===== src/sv/i2c_master_register_access_assert.svh =====
// Assertion macros used by i2c_master_register_access.sv. They rely on clk and arst_n in scope.
`ifndef I2C_MASTER_REGISTER_ACCESS_ASSERT_SVH
`define I2C_MASTER_REGISTER_ACCESS_ASSERT_SVH

// Same-cycle implication, idle during reset.
`define I2CM_ASSERT_NOW(label, ante, cons, msg) \
	label: assert property (@(posedge clk) disable iff (!arst_n) (ante) |-> (cons)) \
		else $error(msg);

// Next-cycle implication, idle during reset.
`define I2CM_ASSERT_NEXT(label, ante, cons, msg) \
	label: assert property (@(posedge clk) disable iff (!arst_n) (ante) |=> (cons)) \
		else $error(msg);

`endif


===== src/sv/i2cm_pkg.sv =====
`default_nettype none

package i2cm_pkg;

	localparam int unsigned DevW = 7;
	localparam int unsigned ByteW = 8;
	localparam int unsigned BitCntW = 3;

	// Item kinds carried on the slave tuser.
	localparam logic [1:0] CMD_TICK  = 2'd0;
	localparam logic [1:0] CMD_WRITE = 2'd1;
	localparam logic [1:0] CMD_READ  = 2'd2;

	// Byte being shifted out; in the stop sequence the same field holds the error code.
	localparam logic [1:0] W_DEVW = 2'd0;
	localparam logic [1:0] W_REG  = 2'd1;
	localparam logic [1:0] W_DATA = 2'd2;
	localparam logic [1:0] W_DEVR = 2'd3;

	localparam logic [1:0] ERR_OK   = 2'd0;
	localparam logic [1:0] ERR_DEV  = 2'd1;
	localparam logic [1:0] ERR_REG  = 2'd2;
	localparam logic [1:0] ERR_DATA = 2'd3;

	localparam logic [ByteW-1:0] READ_BIT = 8'h01;

	typedef enum logic [3:0] {
		K_IDLE  = 4'd0,
		K_BEGIN = 4'd1,
		K_BSET  = 4'd2,
		K_BHI   = 4'd3,
		K_BLO   = 4'd4,
		K_AREL  = 4'd5,
		K_AHI   = 4'd6,
		K_RLO   = 4'd7,
		K_RHI   = 4'd8,
		K_KSET  = 4'd9,
		K_KHI   = 4'd10,
		K_KLO   = 4'd11,
		K_END   = 4'd12
	} kind_t;

	typedef struct packed {
		kind_t              kind;
		logic [1:0]         what;
		logic [BitCntW-1:0] bit_cnt;
		logic [ByteW-1:0]   shift_byte;
		logic [ByteW-1:0]   bytes_done;
		logic [DevW-1:0]    saved_device;
		logic [ByteW-1:0]   saved_register;
		logic               is_read;
		logic [ByteW-1:0]   saved_length;
		logic               scl;
		logic               sda;
	} state_t;

	localparam state_t STATE_RESET = '{
		kind: K_IDLE, what: 2'd0, bit_cnt: '0, shift_byte: '0, bytes_done: '0,
		saved_device: '0, saved_register: '0, is_read: 1'b0, saved_length: '0,
		scl: 1'b1, sda: 1'b1
	};

	typedef struct packed {
		logic [DevW-1:0]  dev_addr;
		logic [ByteW-1:0] reg_addr;
		logic [ByteW-1:0] length;
		logic [ByteW-1:0] write_byte;
		logic             sda_in;
	} item_t;

	typedef struct packed {
		logic             scl_level;
		logic             sda_level;
		logic             busy_res;
		logic             byte_taken;
		logic [ByteW-1:0] read_byte;
		logic             read_valid;
		logic             last_byte;
		logic             done_res;
		logic [1:0]       error_code;
	} res_t;

endpackage

`default_nettype wire


===== src/sv/i2c_master_register_access.sv =====
// Channel  | Beat                                   | Handshake
// ---------+----------------------------------------+----------------------------
// s_       | tuser cmd; tdata dev, reg, length,     | s_tvalid & s_tready
//          | write_byte, sda_in                     |
// m_       | tdata levels, flags, read byte, error; | m_tvalid & m_tready
//          | tlast last read byte                   |
//
// One beat in, one beat out; a new input beat may be taken every cycle.
// An item passes the input register, then the phase logic into the result register.
// The phase logic is a single pass over the controller state; nothing iterates.
// The input stage keeps accepting while a result waits, until both registers are full.
// arst_n clears the controller to idle with SCL and SDA released high.
`default_nettype none

`include "i2c_master_register_access_assert.svh"

module i2c_master_register_access (
	input  wire logic        clk,
	input  wire logic        arst_n,
	input  wire logic        s_tvalid,
	output logic             s_tready,
	input  wire logic [31:0] s_tdata,  // dev_addr[6:0], reg_addr[14:7], length[22:15],
	                                   // write_byte[30:23], sda_in[31]
	input  wire logic [1:0]  s_tuser,  // cmd[1:0]
	output logic             m_tvalid,
	input  wire logic        m_tready,
	output logic [15:0]      m_tdata,  // scl_level[0], sda_level[1], busy_res[2],
	                                   // byte_taken[3], read_byte[11:4], read_valid[12],
	                                   // done_res[13], error_code[15:14]
	output logic             m_tlast   // last_byte
);

	logic              vld_s1;
	logic [1:0]        cmd_s1;
	i2cm_pkg::item_t   item_s1;
	i2cm_pkg::state_t  state_q;
	i2cm_pkg::state_t  state_nxt;
	i2cm_pkg::res_t    res_nxt;
	i2cm_pkg::res_t    res_q;
	logic              m_vld_q;
	logic              adv;
	logic              fire;

	// result register can take a beat when empty or being drained
	assign adv = !m_vld_q || m_tready;
	assign s_tready = !vld_s1 || adv;
	assign fire = vld_s1 && adv;

	// input stage
	always_ff @(posedge clk or negedge arst_n) begin
		if (!arst_n) begin
			vld_s1 <= 1'b0;
		end else if (s_tvalid && s_tready) begin
			vld_s1 <= 1'b1;
		end else if (adv) begin
			vld_s1 <= 1'b0;
		end
	end

	always_ff @(posedge clk) begin
		if (s_tvalid && s_tready) begin
			cmd_s1 <= s_tuser;
			item_s1.dev_addr <= s_tdata[6:0];
			item_s1.reg_addr <= s_tdata[14:7];
			item_s1.length <= s_tdata[22:15];
			item_s1.write_byte <= s_tdata[30:23];
			item_s1.sda_in <= s_tdata[31];
		end
	end

	i2cm_step u_step (
		.st   (state_q),
		.cmd  (cmd_s1),
		.item (item_s1),
		.nxt  (state_nxt),
		.res  (res_nxt)
	);

	// advance the bus controller only when the phase result is taken into the output register
	always_ff @(posedge clk or negedge arst_n) begin
		if (!arst_n) begin
			state_q <= i2cm_pkg::STATE_RESET;
		end else if (fire) begin
			state_q <= state_nxt;
		end
	end

	// result stage: hold while stalled
	always_ff @(posedge clk or negedge arst_n) begin
		if (!arst_n) begin
			m_vld_q <= 1'b0;
		end else if (fire) begin
			m_vld_q <= 1'b1;
		end else if (m_tready) begin
			m_vld_q <= 1'b0;
		end
	end

	always_ff @(posedge clk) begin
		if (fire) begin
			res_q <= res_nxt;
		end
	end

	assign m_tvalid = m_vld_q;
	assign m_tdata = {res_q.error_code, res_q.done_res, res_q.read_valid, res_q.read_byte,
		res_q.byte_taken, res_q.busy_res, res_q.sda_level, res_q.scl_level};
	assign m_tlast = res_q.last_byte;

	`I2CM_ASSERT_NOW(a_done_ends_busy, m_vld_q && res_q.done_res, !res_q.busy_res, "done while busy")
	`I2CM_ASSERT_NOW(a_err_needs_done, m_vld_q && (res_q.error_code != i2cm_pkg::ERR_OK), res_q.done_res, "error code without done")
	`I2CM_ASSERT_NOW(a_rx_in_txn, m_vld_q && (res_q.read_valid || res_q.byte_taken), res_q.busy_res, "data beat outside a transaction")
	`I2CM_ASSERT_NEXT(a_state_holds, !fire, $stable(state_q), "controller moved without a beat")
	`I2CM_ASSERT_NOW(a_empty_accepts, !m_vld_q, s_tready, "input stalled with empty output")

endmodule

`default_nettype wire


===== src/sv/i2cm_step.sv =====
`default_nettype none

// One bus phase: next state and the result of one item.
module i2cm_step (
	input  wire i2cm_pkg::state_t st,
	input  wire logic [1:0]       cmd,
	input  wire i2cm_pkg::item_t  item,
	output i2cm_pkg::state_t      nxt,
	output i2cm_pkg::res_t        res
);

	logic                        post_low;
	logic [i2cm_pkg::ByteW-1:0]  load_byte;
	logic [i2cm_pkg::ByteW-1:0]  rx_byte;
	logic [i2cm_pkg::ByteW:0]    done_inc;

	function automatic i2cm_pkg::state_t go(input i2cm_pkg::state_t s,
			input i2cm_pkg::kind_t k, input logic [1:0] w);
		i2cm_pkg::state_t t;
		t = s;
		t.kind = k;
		t.what = w;
		t.bit_cnt = '0;
		return t;
	endfunction

	assign rx_byte = {st.shift_byte[i2cm_pkg::ByteW-2:0], item.sda_in};
	assign done_inc = {1'b0, st.bytes_done} + 9'd1;

	always_comb begin
		case (st.what)
			i2cm_pkg::W_DEVW: load_byte = {st.saved_device, 1'b0};
			i2cm_pkg::W_REG:  load_byte = st.saved_register;
			i2cm_pkg::W_DATA: load_byte = item.write_byte;
			default:          load_byte = {st.saved_device, 1'b0} | i2cm_pkg::READ_BIT;
		endcase
	end

	always_comb begin
		nxt = st;
		post_low = 1'b0;
		res.byte_taken = 1'b0;
		res.read_byte = '0;
		res.read_valid = 1'b0;
		res.last_byte = 1'b0;
		res.done_res = 1'b0;
		res.error_code = i2cm_pkg::ERR_OK;
		if (st.kind == i2cm_pkg::K_IDLE) begin
			if (cmd == i2cm_pkg::CMD_WRITE || cmd == i2cm_pkg::CMD_READ) begin
				nxt.saved_device = item.dev_addr;
				nxt.saved_register = item.reg_addr;
				nxt.saved_length = item.length;
				nxt.is_read = (cmd == i2cm_pkg::CMD_READ);
				nxt.bytes_done = '0;
				nxt.shift_byte = '0;
				nxt = go(nxt, i2cm_pkg::K_BEGIN, 2'd0);
			end
		end else if (cmd == i2cm_pkg::CMD_TICK) begin
			case (st.kind)
				i2cm_pkg::K_BEGIN: begin
					case (st.bit_cnt)
						3'd0:    nxt.sda = 1'b1;
						3'd1:    nxt.scl = 1'b1;
						3'd2:    nxt.sda = 1'b0;
						default: nxt.scl = 1'b0;
					endcase
					if (st.bit_cnt >= 3'd3) begin
						nxt = go(nxt, i2cm_pkg::K_BSET,
							(st.what == 2'd0) ? i2cm_pkg::W_DEVW : i2cm_pkg::W_DEVR);
					end else begin
						nxt.bit_cnt = st.bit_cnt + 3'd1;
					end
				end
				i2cm_pkg::K_BSET: begin
					if (st.bit_cnt == 3'd0) begin
						nxt.sda = load_byte[i2cm_pkg::ByteW-1];
						nxt.shift_byte = {load_byte[i2cm_pkg::ByteW-2:0], 1'b0};
						res.byte_taken = (st.what == i2cm_pkg::W_DATA);
					end else begin
						nxt.sda = st.shift_byte[i2cm_pkg::ByteW-1];
						nxt.shift_byte = {st.shift_byte[i2cm_pkg::ByteW-2:0], 1'b0};
					end
					nxt.kind = i2cm_pkg::K_BHI;
				end
				i2cm_pkg::K_BHI: begin
					nxt.scl = 1'b1;
					nxt.kind = i2cm_pkg::K_BLO;
				end
				i2cm_pkg::K_BLO: begin
					nxt.scl = 1'b0;
					if (st.bit_cnt == 3'd7) begin
						nxt = go(nxt, i2cm_pkg::K_AREL, st.what);
					end else begin
						nxt.bit_cnt = st.bit_cnt + 3'd1;
						nxt.kind = i2cm_pkg::K_BSET;
					end
				end
				i2cm_pkg::K_AREL: begin
					nxt.sda = 1'b1;
					nxt.kind = i2cm_pkg::K_AHI;
				end
				i2cm_pkg::K_AHI: begin
					nxt.scl = 1'b1;
					nxt.sda = 1'b1;
					post_low = 1'b1;
					if (item.sda_in) begin
						case (st.what)
							i2cm_pkg::W_DEVW: nxt = go(nxt, i2cm_pkg::K_END, i2cm_pkg::ERR_DEV);
							i2cm_pkg::W_REG:  nxt = go(nxt, i2cm_pkg::K_END, i2cm_pkg::ERR_REG);
							default:          nxt = go(nxt, i2cm_pkg::K_END, i2cm_pkg::ERR_DATA);
						endcase
					end else begin
						case (st.what)
							i2cm_pkg::W_DEVW: nxt = go(nxt, i2cm_pkg::K_BSET, i2cm_pkg::W_REG);
							i2cm_pkg::W_REG: begin
								if (st.is_read)
									nxt = go(nxt, i2cm_pkg::K_BEGIN, 2'd1);
								else if (st.saved_length == '0)
									nxt = go(nxt, i2cm_pkg::K_END, i2cm_pkg::ERR_OK);
								else
									nxt = go(nxt, i2cm_pkg::K_BSET, i2cm_pkg::W_DATA);
							end
							i2cm_pkg::W_DATA: begin
								nxt.bytes_done = done_inc[i2cm_pkg::ByteW-1:0];
								if (done_inc[i2cm_pkg::ByteW-1:0] == st.saved_length)
									nxt = go(nxt, i2cm_pkg::K_END, i2cm_pkg::ERR_OK);
								else
									nxt = go(nxt, i2cm_pkg::K_BSET, i2cm_pkg::W_DATA);
							end
							default: begin
								if (st.saved_length == '0) begin
									nxt = go(nxt, i2cm_pkg::K_END, i2cm_pkg::ERR_OK);
								end else begin
									nxt.shift_byte = '0;
									nxt = go(nxt, i2cm_pkg::K_RLO, 2'd0);
								end
							end
						endcase
					end
				end
				i2cm_pkg::K_RLO: begin
					nxt.scl = 1'b0;
					nxt.sda = 1'b1;
					nxt.kind = i2cm_pkg::K_RHI;
					nxt.what = 2'd0;
				end
				i2cm_pkg::K_RHI: begin
					nxt.scl = 1'b1;
					nxt.shift_byte = rx_byte;
					if (st.bit_cnt == 3'd7) begin
						post_low = 1'b1;
						res.read_byte = rx_byte;
						res.read_valid = 1'b1;
						res.last_byte = (done_inc == {1'b0, st.saved_length});
						nxt.bytes_done = done_inc[i2cm_pkg::ByteW-1:0];
						nxt = go(nxt, i2cm_pkg::K_KSET, 2'd0);
					end else begin
						nxt.bit_cnt = st.bit_cnt + 3'd1;
						nxt.kind = i2cm_pkg::K_RLO;
						nxt.what = 2'd0;
					end
				end
				i2cm_pkg::K_KSET: begin
					nxt.sda = (st.bytes_done == st.saved_length);
					nxt.kind = i2cm_pkg::K_KHI;
				end
				i2cm_pkg::K_KHI: begin
					nxt.scl = 1'b1;
					nxt.kind = i2cm_pkg::K_KLO;
				end
				i2cm_pkg::K_KLO: begin
					nxt.scl = 1'b0;
					if (st.bytes_done == st.saved_length) begin
						nxt = go(nxt, i2cm_pkg::K_END, i2cm_pkg::ERR_OK);
					end else begin
						nxt.shift_byte = '0;
						nxt = go(nxt, i2cm_pkg::K_RLO, 2'd0);
					end
				end
				i2cm_pkg::K_END: begin
					if (st.bit_cnt == 3'd0) begin
						nxt.sda = 1'b0;
						nxt.bit_cnt = 3'd1;
					end else if (st.bit_cnt == 3'd1) begin
						nxt.scl = 1'b1;
						nxt.bit_cnt = 3'd2;
					end else begin
						nxt.sda = 1'b1;
						res.done_res = 1'b1;
						res.error_code = st.what;
						nxt = go(nxt, i2cm_pkg::K_IDLE, 2'd0);
					end
				end
				default: nxt = go(nxt, i2cm_pkg::K_IDLE, 2'd0);
			endcase
		end
		// report the levels of this phase, then drop SCL after an ACK or last-bit sample
		res.scl_level = nxt.scl;
		res.sda_level = nxt.sda;
		res.busy_res = (nxt.kind != i2cm_pkg::K_IDLE);
		if (post_low)
			nxt.scl = 1'b0;
	end

endmodule

`default_nettype wire

===== config.mk =====
export PLATFORM = sky130hd
export DESIGN_NAME = i2c_master_register_access
export DESIGN_NICKNAME = d
export VERILOG_FILES = /design/src/sv/i2cm_pkg.sv /design/src/sv/i2c_master_register_access.sv /design/src/sv/i2cm_step.sv
export VERILOG_INCLUDE_DIRS = /design/src /design/src/sv
export SDC_FILE = /design/constraint.sdc
export NUM_CORES = 1
export LEC_CHECK = 0
export BUFFER_PORTS_ARGS = -buffer_cell sky130_fd_sc_hd__buf_2
export CAP_MARGIN = 0
export CELL_PAD_IN_SITES_DETAIL_PLACEMENT = 0
export CELL_PAD_IN_SITES_GLOBAL_PLACEMENT = 2
export CORE_UTILIZATION = 30
export DETAILED_ROUTE_END_ITERATION = 12
export GPL_TIMING_DRIVEN = 1
export PLACE_DENSITY = 0.77
export SLEW_MARGIN = 15
export SYNTH_ARGS = -nofsm -noshare
export SYNTH_HDL_FRONTEND = slang
export SYNTH_SLANG_ARGS = --single-unit

===== constraint.sdc =====
create_clock -name clk -period 2.8 [get_ports clk]
set_input_delay 0.14 -clock clk [delete_from_list [all_inputs] [get_ports clk]]
set_output_delay 0.14 -clock clk [all_outputs]
set_load 0.01 [all_outputs]

* Yosys cells after proc, flatten, opt, wreduce, memory -nomap -nowiden
Index checks and enable logic that the tools add are counted.
** Storage, ports and cells
- Register bits :: 104
- Input bits :: 38
- Output and inout port bits :: 19
- Logic and storage cells :: 165
** Operators by class
- $add $sub $neg :: 2
- $lt $le $gt $ge :: 1
- Equal/unequal tests :: 42
- Mux-type cells :: 49
- Bitwise operators :: 6
- Reduce and logical (&&, ||, !) cells :: 37
** Operators with widths (number)
- 2-to-1 mux 51 bit :: 9
- one-hot mux 51 bit (3 select lines) :: 1
- one-hot mux 32 bit (4 select lines) :: 1
- one-hot mux 47 bit (2 select lines) :: 1
- one-hot mux 4 bit (12 select lines) :: 1
- one-hot mux 8 bit (5 select lines) :: 1
- 2-to-1 mux 34 bit :: 1
- AND reduction 11 bit :: 3
- inequality test 3 x 2 -> 1 bit (second input constant) :: 8
- one-hot mux 8 bit (3 select lines) :: 1
- one-hot mux 3 bit (7 select lines) :: 1
- == test 4 bit (second input constant) :: 5
- 2-to-1 mux 6 bit :: 3
- == test 4 x 3 -> 1 bit (second input constant) :: 4
- == test 8 bit :: 2
- inequality test 2 x 1 -> 1 bit (second input constant) :: 8
- 2-to-1 mux 3 bit :: 5
- 2-to-1 mux 1 bit :: 13
- one-hot mux 2 bit (6 select lines) :: 1
- OR reduction 4 bit :: 3
- OR reduction 6 bit :: 2
- nonzero test 2 bit :: 5
- adder 8 x 1 -> 9 bit (second input constant) :: 1
- == test 9 x 8 -> 1 bit :: 1
- other kinds (34) :: 56

* Logic depth before layout (Yosys ltp)
Gate-level depths: netlist (run 1).
- Depth in word-level cells :: 9
- Gate-level depth with buffers :: 9
- Mapped depth without buffers :: 8

* Modules after synthesis
From an unflattened synthesis (run 1), not the netlist that was laid out.
** Second synthesis, totals
- Cells, all modules :: 540
- Area total of the unflattened synthesis :: 6259.8 um^2
** Modules (own cells, without submodules)
- i2c_master_register_access :: times used 1, cells an instance 167, area each 3729.8 um^2, sequential area each 2860.2 um^2
- i2cm_step :: times used 1, cells an instance 373, area each 2529.9 um^2, sequential area each 0.0 um^2

* Worst setup path before layout (run 1)
OpenSTA, ideal clock, no wires.
- Path type :: reg2reg
- Start :: register state_q[26] (netlist bit)
- End :: register state_q[50] (netlist bit)
- Library setup time :: 0.087 ns
- Data arrival time :: 2.005 ns
- Data required time :: 2.713 ns
- Setup slack :: 0.708 ns
- Cell stages (with the launch flop) :: 9
- Path buffers :: 1
- Period minus slack after synthesis :: 2.092 ns
- Cells stage by stage :: dfrtp_1 > ha_1 > and2_0 > clkbuf_1 > a21o_1 > a221oi_2 > nand4_1 > a221o_1 > a22oi_1
** Between the ends
- Longest elaborated chain between the ends :: 8
- Elaborated cells on any way between the ends :: 10
- Those cells by class :: 1 x add/sub; 2 x eq/ne; 7 x mux
** Ends and longest elaborated chain
- start, declared :: line i2c_master_register_access.sv:36 : i2cm_pkg::state_t state_q;
- start signal, assigned :: line i2c_master_register_access.sv:82 : state_q <= i2cm_pkg::STATE_RESET;
- start signal, assigned :: line i2c_master_register_access.sv:84 : state_q <= state_nxt;
- adder 8 x 1 -> 9 bit :: line i2cm_step.sv:28 : assign done_inc = {1'b0, st.bytes_done} + 9'd1;
- == test 8 bit :: line i2cm_step.sv:125 : if (done_inc[i2cm_pkg::ByteW-1:0] == st.saved_length)
- 2-to-1 mux 51 bit :: line i2cm_step.sv:125
- one-hot mux 51 bit (3 select lines) :: line i2cm_step.sv:113 : case (st.what)
- 2-to-1 mux 51 bit :: line i2cm_step.sv:106 : if (item.sda_in) begin
- one-hot mux 4 bit (12 select lines) * :: line i2cm_step.sv:59 : case (st.kind)
- 2-to-1 mux 51 bit * :: line i2cm_step.sv:58 : end else if (cmd == i2cm_pkg::CMD_TICK) begin
- 2-to-1 mux 51 bit * :: line i2cm_step.sv:48 : if (st.kind == i2cm_pkg::K_IDLE) begin
Every way passes the cells marked *; elsewhere a longest branch is shown, timed or not. The select of a mux whose other input is x is not followed.
A chain may end at the register's enable or synchronous reset.

* Final worst setup path (run 1)
- Start :: register state_q[49] (netlist bit)
- End :: register state_q[34] (netlist bit)
** Between the ends
- Longest elaborated chain between the ends :: 4
- Elaborated cells on any way between the ends :: 20
- Those cells by class :: 13 x eq/ne; 3 x mux; 4 x reduce/logical
** Ends and longest elaborated chain (line)
- == test 4 bit (tied with other cells) :: i2cm_step.sv:59
- one-hot mux 8 bit (5 select lines) :: i2cm_step.sv:59
- 2-to-1 mux 51 bit :: i2cm_step.sv:58
- 2-to-1 mux 51 bit :: i2cm_step.sv:48
Several ways; a longest one is shown, not always the timed one. The select of a mux whose other input is x is not followed.

==> results of run 1 <==
## report_power, final
part	switching (uW)	leakage, uW	internal (uW)
clock network	645	0.000161	729
logic	1490	0.00150	945
registers	329	0.00118	1940
## stage by stage
stage | setup WS, ns | cells
global route | 0.1369 | 912
global placement | 0.3869 | 860
floorplan | 0.7080 | 585
CTS | 0.3483 | 912
finish | 0.3264 | 912
detailed placement | 0.3678 | 860
## what timing repair did
item,in CTS,in global routing
endpoints found under the hold margin,44,0
resized for setup,0,0
hold buffers,36,0
## cell type report
class                      count  share of cell area [%]
sequential                   104                   41.32
multi-input combinational    425                   36.44
timing repair buffer         119                   12.18
tap                          229                   4.140
clock buffer                   9                   3.254
clock inverter                 7                   1.627
inverter                      19                   1.030
## layer usage
| layer | GRT usage, % | wire length, um | up-vias | share of wire [%] |
|---|---|---|---|---|
| met2 | 26.21 | 6921 | 110 | 45 |
| met4 | 5.906 | 300 | 0 | 2.0 |
| met3 | 3.280 | 769 | 25 | 5.0 |
| li1 | - | - | 2291 | - |
| met5 | 0 | 0 | - | 0 |
| met1 | 23.62 | 7345 | 2172 | 48 |
## Yosys cell counts, types with 3 or more instances
master | count | area share (%)
nand2_1 | 120 | 8.0
dfrtp_1 | 51 | 23
edfxtp_1 | 51 | 27
o21ai_0 | 37 | 3.3
a21oi_1 | 33 | 2.9
nor2_1 | 31 | 2.1
clkbuf_1 | 20 | 1.3
inv_1 | 15 | 1.0
mux2i_1 | 13 | 2.3
nand3_1 | 13 | 1.2
buf_2 | 11 | 0.98
o21ai_1 | 11 | 0.98
nand2b_1 | 10 | 1.1
xnor2_1 | 10 | 1.6
and3_1 | 9 | 1.0
ha_1 | 9 | 2.0
a211o_1 | 7 | 1.1
a31oi_1 | 7 | 0.78
xor2_1 | 7 | 1.1
a211oi_1 | 6 | 0.80
nand4_1 | 6 | 0.67
nor4_1 | 6 | 0.67
nor3_1 | 5 | 0.45
o22ai_1 | 5 | 0.56
o31ai_1 | 5 | 0.67
or4_1 | 5 | 0.67
a22o_1 | 4 | 0.62
buf_1 | 4 | 0.27
nor2b_1 | 4 | 0.45
or3_1 | 4 | 0.45
a21o_1 | 3 | 0.40
a22oi_1 | 3 | 0.40
and2_1 | 3 | 0.33
nand3b_1 | 3 | 0.40
o211ai_1 | 3 | 0.40
o2bb2ai_1 | 3 | 0.47
or2_2 | 3 | 0.33
## worst max path at each step
stage	from	end	slack, ns	depth (start not counted)
5_1_grt	state_q[49]	state_q[36]	0.14	6
2_1_floorplan	state_q[26]	state_q[50]	0.71	8
3_5_place_dp	state_q[49]	state_q[34]	0.37	5
3_3_place_gp	state_q[42]	m_tdata[2]	0.39	8
6_report	state_q[49]	state_q[34]	0.33	5
4_1_cts	state_q[49]	state_q[34]	0.35	5
## sequential cells by signal, summed over array words and instances, names as in the netlist
register / flops
cmd_s1: 2
m_tdata: 16
state_q: 51
vld_s1: 1
m_tlast: 1
m_tvalid: 1
item_s1: 32
## kinds of logic after synthesis
logic type,count (synthesis),synth area share (%)
compound gates,151,17.93
mux,15,2.720
fa+ha+maj,10,2.185
xor+xnor,17,2.653
buf+inv,56,4.125
simple gates,232,19.42
flops,104,50.97
## critical path: cells and delay by family (launching register included)
kind | cells | cell delay, ns
AOI/OAI and AO/OA | 3 | 1.40
DFF | 1 | 0.53
and+or+nand+nor | 2 | 0.43
## cell usage in the layout (no fill, tap or decap), types with 6 or more instances in the layout
master,synthesis,layout
o21ai_0,37,37
buf_2,11,56
a21oi_1,33,33
nand3_1,13,13
nor4_1,6,6
a211o_1,7,7
xor2_1,7,7
xnor2_1,10,10
nand4_1,6,6
o21ai_1,11,11
nor2_1,31,30
edfxtp_1,51,51
buf_4,2,27
a31oi_1,7,7
ha_1,9,9
and3_1,9,9
inv_1,15,15
dlygate4sd3_1,0,36
nand2b_1,10,10
nand2_1,120,120
dfrtp_1,51,51
a211oi_1,6,6
mux2i_1,13,13
clkbuf_16,0,9
==> impl_metrics.py, run 1 <==
metrics = {
    "status": {
        "status": "complete, but fails checks",
        "violations": "design-rule violations",
    },
    "sta": {
        "post-route-period-util_pct": 88.34,
        "rsz0062_at_grt": "no",
        "fin_tns_setup_ns": 0,
        "min_period_ns": 2.474,
        "max_slew_margin_pct": 52.95,
        "finalHoldViolCount": 0,
        "fmax_mhz": 404.3,
        "finalClockSkew_ns": 0.009869,
        "setup_viol": 0,
        "worst_pin_slew_ns": 0.7057,
        "hold_slack_ns": 0.06134,
        "drv_slew": 0,
    },
    "synth": {
        "ys.flop_type": "edfxtp_1",
        "synth_edf_count": 51,
        "synth_cells": 585,
        "yosysWarnings": 0,
        "yosysSeqAreaShare_pct": 50.97,
        "synth_cell_types": 70,
        "ys_seq_elements": 104,
        "netlist_area_mm2": 0.005612,
        "syn_area_per_cell_um2": 9.593,
        "syn-num-nets": 632,
        "synthArstFlopShare_pct": 50.96,
    },
    "placement": {
        "placed_cell_area_mm2": 0.006223,
        "hpwl_um": 11030,
        "io_buffers": 56,
        "place_congestion": 0.9023,
    },
    "min_path": {
        "min_to": "m_tvalid",
        "min_path_type": "in2reg",
        "holdPathStages": 3,
        "hold_start": "m_tready",
    },
    "layout": {
        "multi_input_area_mm2": 0.002522,
        "fillers": 1827,
        "nets": 725,
        "area_growth_syn_to_layout_pct": 23.34,
        "regArea_mm2": 0.002860,
        "stdcell_area_mm2": 0.006922,
        "utilization_pct": 38.14,
        "drive_gt1_share_pct": 17.57,
        "antenna_cells": 0,
    },
    "route": {
        "dr.pass1.iters": 9,
        "dr_total_vias": 4598,
        "drtIter0Drc": 347,
        "wl_per_cell_um": 16.82,
        "ant_nets": 0,
        "viasPerCell": 5.042,
        "wirelength_um": 15340,
        "drcViolationCount": 10,
    },
    "worst_setup_path": {
        "worstPathRequired_ns": 3.06,
        "crit_chain": "nor2_4 > nand3_2 > a2111oi_4 > o221ai_2 > o31ai_1",
        "r2r_slack_ns": 0.33,
        "worstSetupStartpointType": "flop",
        "rr_worst_depth": 5,
        "max_stage_delay_ns": 0.66,
        "crit_type": "reg2reg",
        "worstPathMaxFanout": 16,
        "critical_path.slowest_cell": "a2111oi_4",
        "end_kind": "flop",
        "reg2reg_from": "state_q[49]",
        "worstPathArrival_ns": 2.73,
        "r2r-end": "state_q[34]",
    },
    "power_and_ir_drop": {
        "ir_worst_vdd_uv": 342.8,
        "p_leak_uw": 0.002846,
        "powerDensity_mw_per_mm2": 878.7,
        "p_total_uw": 6082,
    },
    "die": {
        "rows": 49,
        "io_pins": 57,
        "die_w_um": 138.8,
        "die_y_um": 138.8,
        "die-area_mm2": 0.01926,
        "fp.coreArea_mm2": 0.01815,
        "start_util_pct": 30.92,
    },
    "global_routing": {
        "grt_pass1_wl_um": 25350,
        "grt_overflow_total": 0,
        "grt_usage_pct": 16.94,
        "antenna_found_initial": 0,
        "grt_max_degree": 35,
        "grt_pass1_vias": 4615,
    },
    "clock_tree": {
        "cts_setup_buffers": 0,
        "ctsHtreeMaxLevel": 3,
        "clkLatencyLatePin_ns": 0.36,
        "clk_pin_slew_worst_paths_ns": 0.08,
        "cts_made_buffers": 9,
        "clock_path_buffers": 2,
        "cts.sinks": 104,
        "cts_tree": "built",
        "cts_root_buffer": "clkbuf_16",
    },
    "run": {
        "max_cap_viol_count": 0,
    },
}
Note: power is estimated with default switching activity, not from simulation.
==> run 2, diff against run 1 <==
--- a/config.mk
+++ b/config.mk
@@ -10,10 +10,10 @@
 export CAP_MARGIN = 0
 export CELL_PAD_IN_SITES_DETAIL_PLACEMENT = 0
 export CELL_PAD_IN_SITES_GLOBAL_PLACEMENT = 2
-export CORE_UTILIZATION = 30
+export CORE_UTILIZATION = 38
 export DETAILED_ROUTE_END_ITERATION = 12
 export GPL_TIMING_DRIVEN = 1
-export PLACE_DENSITY = 0.77
+export PLACE_DENSITY = 0.92
 export SLEW_MARGIN = 15
 export SYNTH_ARGS = -nofsm -noshare
 export SYNTH_HDL_FRONTEND = slang
==> run 2 against run 1 <==
The run now ends clean; sequential share of layout area rose by 0.78 points; setup slack barely moved; non-clock buffer count fell by 5; register-to-register slack barely moved; worst hold slack got worse by 0.0038 ns; cell area fell by 1.8%; combinational power fell by 4%; clock skew rose by 0.00080 ns; die area fell by 21%; clock power fell by 6%.
==> impl_metrics.py, run 2 (same netlist as run 1, synthesis figures left out) <==
metrics = {
    "layout": {
        "drive_gt1_share_pct": 16.81,
        "instances_no_fill": 862,
        "antenna_cells": 0,
        "stdcell_area_mm2": 0.006794,
        "fillers": 1348,
        "regArea_mm2": 0.002860,
        "area_growth_syn_to_layout_pct": 21.07,
        "largest_register_ffs": 51,
        "layout_commonest_cell": "nand2_1",
        "layout.cells.most_common_list": "nand2_1 (120), buf_2 (56), edfxtp_1 (51), dfrtp_1 (51), o21ai_0 (37)",
        "utilization_pct": 46.92,
        "multi_input_area_mm2": 0.002520,
        "max_flop_register": "state_q",
        "nets": 720,
    },
    "route": {
        "ant_nets": 0,
        "drcViolationCount": 0,
        "wl_per_cell_um": 17.10,
        "drtIter0Drc": 319,
        "dr.pass1.iters": 5,
        "viasPerCell": 5.412,
        "dr_total_vias": 4665,
        "wirelength_um": 14740,
    },
    "worst_setup_path": {
        "worstSetupStartpointType": "flop",
        "r2r_slack_ns": 0.33,
        "end_kind": "flop",
        "rr_worst_depth": 7,
        "crit_chain": "ha_1 > ha_1 > o21ai_0 > a21oi_1 > nand3_2 > or3_1 > a21oi_1",
        "worstPathArrival_ns": 2.77,
        "critPathBufInv": 0,
        "worstPathMaxFanout": 16,
        "worstPathRequired_ns": 3.09,
        "crit_type": "reg2reg",
        "reg2reg_from": "state_q[42]",
        "max_stage_delay_ns": 0.54,
        "critical_path.slowest_cell": "ha_1",
        "r2r-end": "state_q[31]",
        "crit_family": "adder cells",
    },
    "power_and_ir_drop": {
        "ir_worst_vdd_uv": 509.4,
        "powerDensity_mw_per_mm2": 871.4,
        "intPower_uw": 3501,
        "p_clk_share_pct": 21.8,
        "p_switching_uw": 2419,
        "comb_power_share_pct": 39.7,
        "p_leak_uw": 0.002811,
        "swShare_pct": 40.86,
        "power_frac_seq_pct": 38.6,
    },
    "global_routing": {
        "grt_overflow_total": 0,
        "grt_usage_pct": 20.70,
        "antenna_found_initial": 0,
        "grt_pass1_wl_um": 23910,
        "grt_pass1_vias": 4475,
        "grt_max_degree": 54,
    },
    "placement": {
        "dp.cells": 810,
        "placed_cell_area_mm2": 0.006127,
        "preCtsSetupSlack_ns": 0.3536,
        "hpwl_um": 9973,
        "place_congestion": 0.9095,
        "io_buffers": 56,
    },
    "die": {
        "fp.coreArea_mm2": 0.01448,
        "io_pins": 57,
        "die_y_um": 123.5,
        "start_util_pct": 38.76,
        "rows": 44,
        "die-area_mm2": 0.01526,
        "die_w_um": 123.5,
    },
    "min_path": {
        "min_path_type": "in2reg",
        "holdPathStages": 3,
        "min_to": "m_tvalid",
        "hold_start": "m_tready",
    },
    "clock_tree": {
        "cts_root_buffer": "clkbuf_16",
        "clkLatencyLatePin_ns": 0.36,
        "cts_tree": "built",
        "ctsHtreeMaxLevel": 3,
        "cts.sinks": 104,
        "cts_made_buffers": 9,
        "clock_path_buffers": 2,
        "clk_pin_slew_worst_paths_ns": 0.08,
        "cts_setup_buffers": 0,
    },
    "sta": {
        "min_period_ns": 2.474,
        "finalClockSkew_ns": 0.01067,
        "worst_pin_slew_ns": 0.7406,
        "setup_viol": 0,
        "post-route-period-util_pct": 88.35,
        "fin_tns_setup_ns": 0,
        "finalHoldViolCount": 0,
        "rsz0062_at_grt": "no",
        "max_slew_margin_pct": 50.62,
        "drv_slew": 0,
        "fmax_mhz": 404.3,
        "fin_ws_ns": 0.3263,
    },
    "run": {
        "max_cap_viol_count": 0,
    },
    "status": {
        "status": "completed",
    },
}
## run 2: cell count changes in the layout (fill, tap and decap cells not counted), sizes merged
cell / delta
inv: +3
buf: -5
clkinv: -2
bufinv: -1
## run 2: power by group through the flow
stage | combinational, uW | sequential [uW] | clock [uW]
final | 2350 | 2280 | 1290
after global routing | 2610 | 2330 | 1370
after CTS | 2320 | 2280 | 1320
after detailed placement | 2270 | 2310 | 0
after global placement | 2270 | 2300 | 0
after floorplan | 1750 | 2150 | 0
## run 2: area by class of cell
class / count / area share, %
clock buffers: 9 / 3.315
clock inverters: 7 / 1.197
inverters: 19 / 1.050
multi-input cells: 425 / 37.09
flip-flops and latches: 104 / 42.10
well taps: 184 / 3.389
repair buffers: 114 / 11.86
## run 2: timing repair
action                    CTS  global route
resized for setup           0             0
hold buffers               36             0
hold endpoints to repair   86             0
## run 2: how the worst max path moves through the flow
stage / from / endpoint / slack (ns) / cells past startpoint
2_1_floorplan: state_q[26] / state_q[50] / 0.71 / 8
3_3_place_gp: state_q[42] / state_q[31] / 0.40 / 7
3_5_place_dp: state_q[43] / state_q[31] / 0.35 / 7
4_1_cts: state_q[42] / state_q[31] / 0.32 / 7
5_1_grt: state_q[42] / state_q[31] / 0.06 / 7
6_report: state_q[42] / state_q[31] / 0.33 / 7
## run 2: stage by stage
stage | hold slack [ns] | power (uW)
floorplan | -0.1556 | 3893
global placement | 0.3163 | 4565
detailed placement | 0.3181 | 4582
CTS | 0.04869 | 5926
global route | 0.1001 | 6322
finish | 0.05756 | 5920
## run 2: per-layer routing
layer	GRT usage, %	part of all wire [%]
met3	4.013	5.1
met2	31.67	46
met1	28.37	47
met4	9.111	2.5
met5	0	0
## run 2: worst register-to-register path: stages, from the launching register on
cell	delay, ns
dfrtp_1	0.43
ha_1	0.21
ha_1	0.54
o21ai_0	0.15
a21oi_1	0.45
nand3_2	0.16
or3_1	0.32
a21oi_1	0.14
==> run 3, diff against run 2 <==
--- a/config.mk
+++ b/config.mk
@@ -10,10 +10,12 @@
 export CAP_MARGIN = 0
 export CELL_PAD_IN_SITES_DETAIL_PLACEMENT = 0
 export CELL_PAD_IN_SITES_GLOBAL_PLACEMENT = 2
-export CORE_UTILIZATION = 38
+export CORE_MARGIN = 5
+export CORE_UTILIZATION = 39
+export CTS_BUF_LIST = sky130_fd_sc_hd__clkbuf_2
 export DETAILED_ROUTE_END_ITERATION = 12
 export GPL_TIMING_DRIVEN = 1
-export PLACE_DENSITY = 0.92
+export PLACE_DENSITY = 0.93
 export SLEW_MARGIN = 15
 export SYNTH_ARGS = -nofsm -noshare
 export SYNTH_HDL_FRONTEND = slang
==> run 3 against run 2 <==
Cell area fell by 2.3%; wire length grew 1.9%; critical endpoint is now state_q[50]; first-iteration DRC count grew 26%; sequential share of layout area grew 0.98 points; setup slack worse by 0.096 ns; register-to-register slack got worse by 0.096 ns; critical path type unchanged; utilization increased by 0.55 points; combinational power barely moved; largest cell class unchanged; power shrank 9.8%; non-clock buffer count up 6.
==> impl_metrics.py, run 3 (same netlist as run 1, synthesis figures left out) <==
metrics = {
    "sta": {
        "min_period_ns": 2.570,
        "max_slew_margin_pct": 46.41,
        "post-route-period-util_pct": 91.77,
        "worst_pin_slew_ns": 0.8038,
        "setup_viol": 0,
        "fmax_mhz": 389.2,
        "drv_slew": 0,
        "finalClockSkew_ns": 0.03581,
        "rsz0062_at_grt": "no",
        "fin_tns_setup_ns": 0,
        "hold_slack_ns": 0.07158,
        "finalHoldViolCount": 0,
    },
    "min_path": {
        "min_path_type": "in2async",
    },
    "layout": {
        "layout.cells.most_common_list": "nand2_1 (120), buf_2 (56), edfxtp_1 (51), dfrtp_1 (51), dlygate4sd3_1 (38)",
        "nets": 726,
        "layout_commonest_cell": "nand2_1",
        "area_growth_syn_to_layout_pct": 18.33,
        "largest_register_ffs": 51,
        "drive_gt1_share_pct": 17.11,
        "max_flop_register": "state_q",
        "antenna_cells": 0,
    },
    "clock_tree": {
        "ctsHtreeMaxLevel": 3,
        "cts.sinks": 104,
        "cts_tree": "built",
        "clkLatencyLatePin_ns": 0.64,
        "cts_setup_buffers": 0,
        "cts_root_buffer": "clkbuf_2",
        "clock_path_buffers": 2,
        "clk_pin_slew_worst_paths_ns": 0.30,
        "cts_made_buffers": 9,
    },
    "die": {
        "io_pins": 57,
        "die-area_mm2": 0.01689,
        "rows": 43,
        "start_util_pct": 40.12,
        "fp.coreArea_mm2": 0.01399,
        "die_y_um": 130.0,
        "die_w_um": 130.0,
    },
    "worst_setup_path": {
        "end_kind": "flop",
        "worstPathMaxFanout": 6,
        "rr_worst_depth": 7,
        "worstPathArrival_ns": 3.14,
        "worstSetupStartpointType": "flop",
        "r2r_slack_ns": 0.23,
        "reg2reg_from": "state_q[26]",
        "crit_type": "reg2reg",
        "r2r-end": "state_q[50]",
        "worstPathRequired_ns": 3.37,
    },
    "run": {
        "max_cap_viol_count": 0,
    },
    "route": {
        "ant_nets": 0,
        "wirelength_um": 15020,
        "dr_total_vias": 4644,
        "drtIter0Drc": 402,
        "wl_per_cell_um": 17.38,
        "drcViolationCount": 0,
        "viasPerCell": 5.375,
        "dr.pass1.iters": 5,
    },
    "global_routing": {
        "grt_pass1_vias": 4528,
        "grt_overflow_total": 0,
        "grt_pass1_wl_um": 24390,
        "antenna_found_initial": 0,
        "grt_usage_pct": 18.64,
        "grt_max_degree": 35,
    },
    "placement": {
        "io_buffers": 56,
        "place_congestion": 0.9052,
        "hpwl_um": 10770,
    },
    "power_and_ir_drop": {
        "ir_worst_vdd_uv": 446.0,
        "p_leak_uw": 0.002755,
        "powerDensity_mw_per_mm2": 804.1,
    },
    "status": {
        "status": "completed",
    },
}
==> run 3: cell types whose count changed in the layout (fill, tap and decap cells not counted), sizes merged <==
cell and change:
clkbuf +2, dlygate4sd3 +2, inv -1, buf +4, clkinvlp +1, clkinv -2
==> run 3: what timing repair did <==
| item | 4_1_cts | 5_1_grt |
|---|---|---|
| hold endpoints to repair | 65 | 0 |
| hold buffers | 38 | 0 |
| resized for setup | 0 | 0 |
==> run 3: through the flow <==
stage | total power (uW) | area (um^2) | cells | setup slack [ns] | utilization (%)
global placement | 4638 | 6165 | 810 | 0.3116 | 44.07
finish | 5339 | 6640 | 864 | 0.2304 | 47.47
global route | 5760 | 6640 | 864 | 0.02399 | 47.47
detailed placement | 4651 | 6165 | 810 | 0.3172 | 44.07
floorplan | 3893 | 5612 | 585 | 0.7080 | -
CTS | 5364 | 6640 | 864 | 0.2255 | 47.47
==> run 3: where the power goes <==
group / switching [uW] / leakage, uW / total (uW) / internal (uW)
Clock: 531 / 0.0000625 / 666 / 135
Combinational: 1420 / 0.00151 / 2370 / 946
Sequential: 368 / 0.00118 / 2310 / 1940
Total: 2320 / 0.00276 / 5340 / 3020
==> run 3: how the worst max path moves through the flow <==
stage                start           to  slack (ns)  cells past startpoint
4_1_cts        state_q[26]  state_q[50]        0.23                      7
5_1_grt        state_q[26]  state_q[50]        0.02                      7
6_report       state_q[26]  state_q[50]        0.23                      7
3_5_place_dp   state_q[26]  state_q[50]        0.32                      7
2_1_floorplan  state_q[26]  state_q[50]        0.71                      8
3_3_place_gp   state_q[26]  state_q[50]        0.31                      7
==> run 3: area by class of cell <==
class                           count  area [um^2]
Fill cell                        1344         7348
Sequential cell                   104         2860
Multi-Input combinational cell    425         2520
Timing Repair Buffer              120        868.3
Tap cell                          180        225.2
Inverter                           19        71.32
Clock buffer                       11        55.05
Clock inverter                      5        40.04
==> run 3: routing by layer <==
layer	part of all wire (%)	vias up	routed length [um]	global-route usage, %
li1	-	2285	-	-
met1	46	2234	6930	25.54
met2	47	104	7055	29.69
met3	4.5	21	679	4.421
met4	2.3	0	352	5.318
met5	0	-	0	0
==> run 3: critical path: stages, from the launching register on <==
cell	delay [ns]
dfrtp_1	0.52
ha_1	0.29
and2_0	0.36
nand3_1	0.15
a221oi_2	0.30
nand4_1	0.30
a221o_1	0.43
a22oi_1	0.13
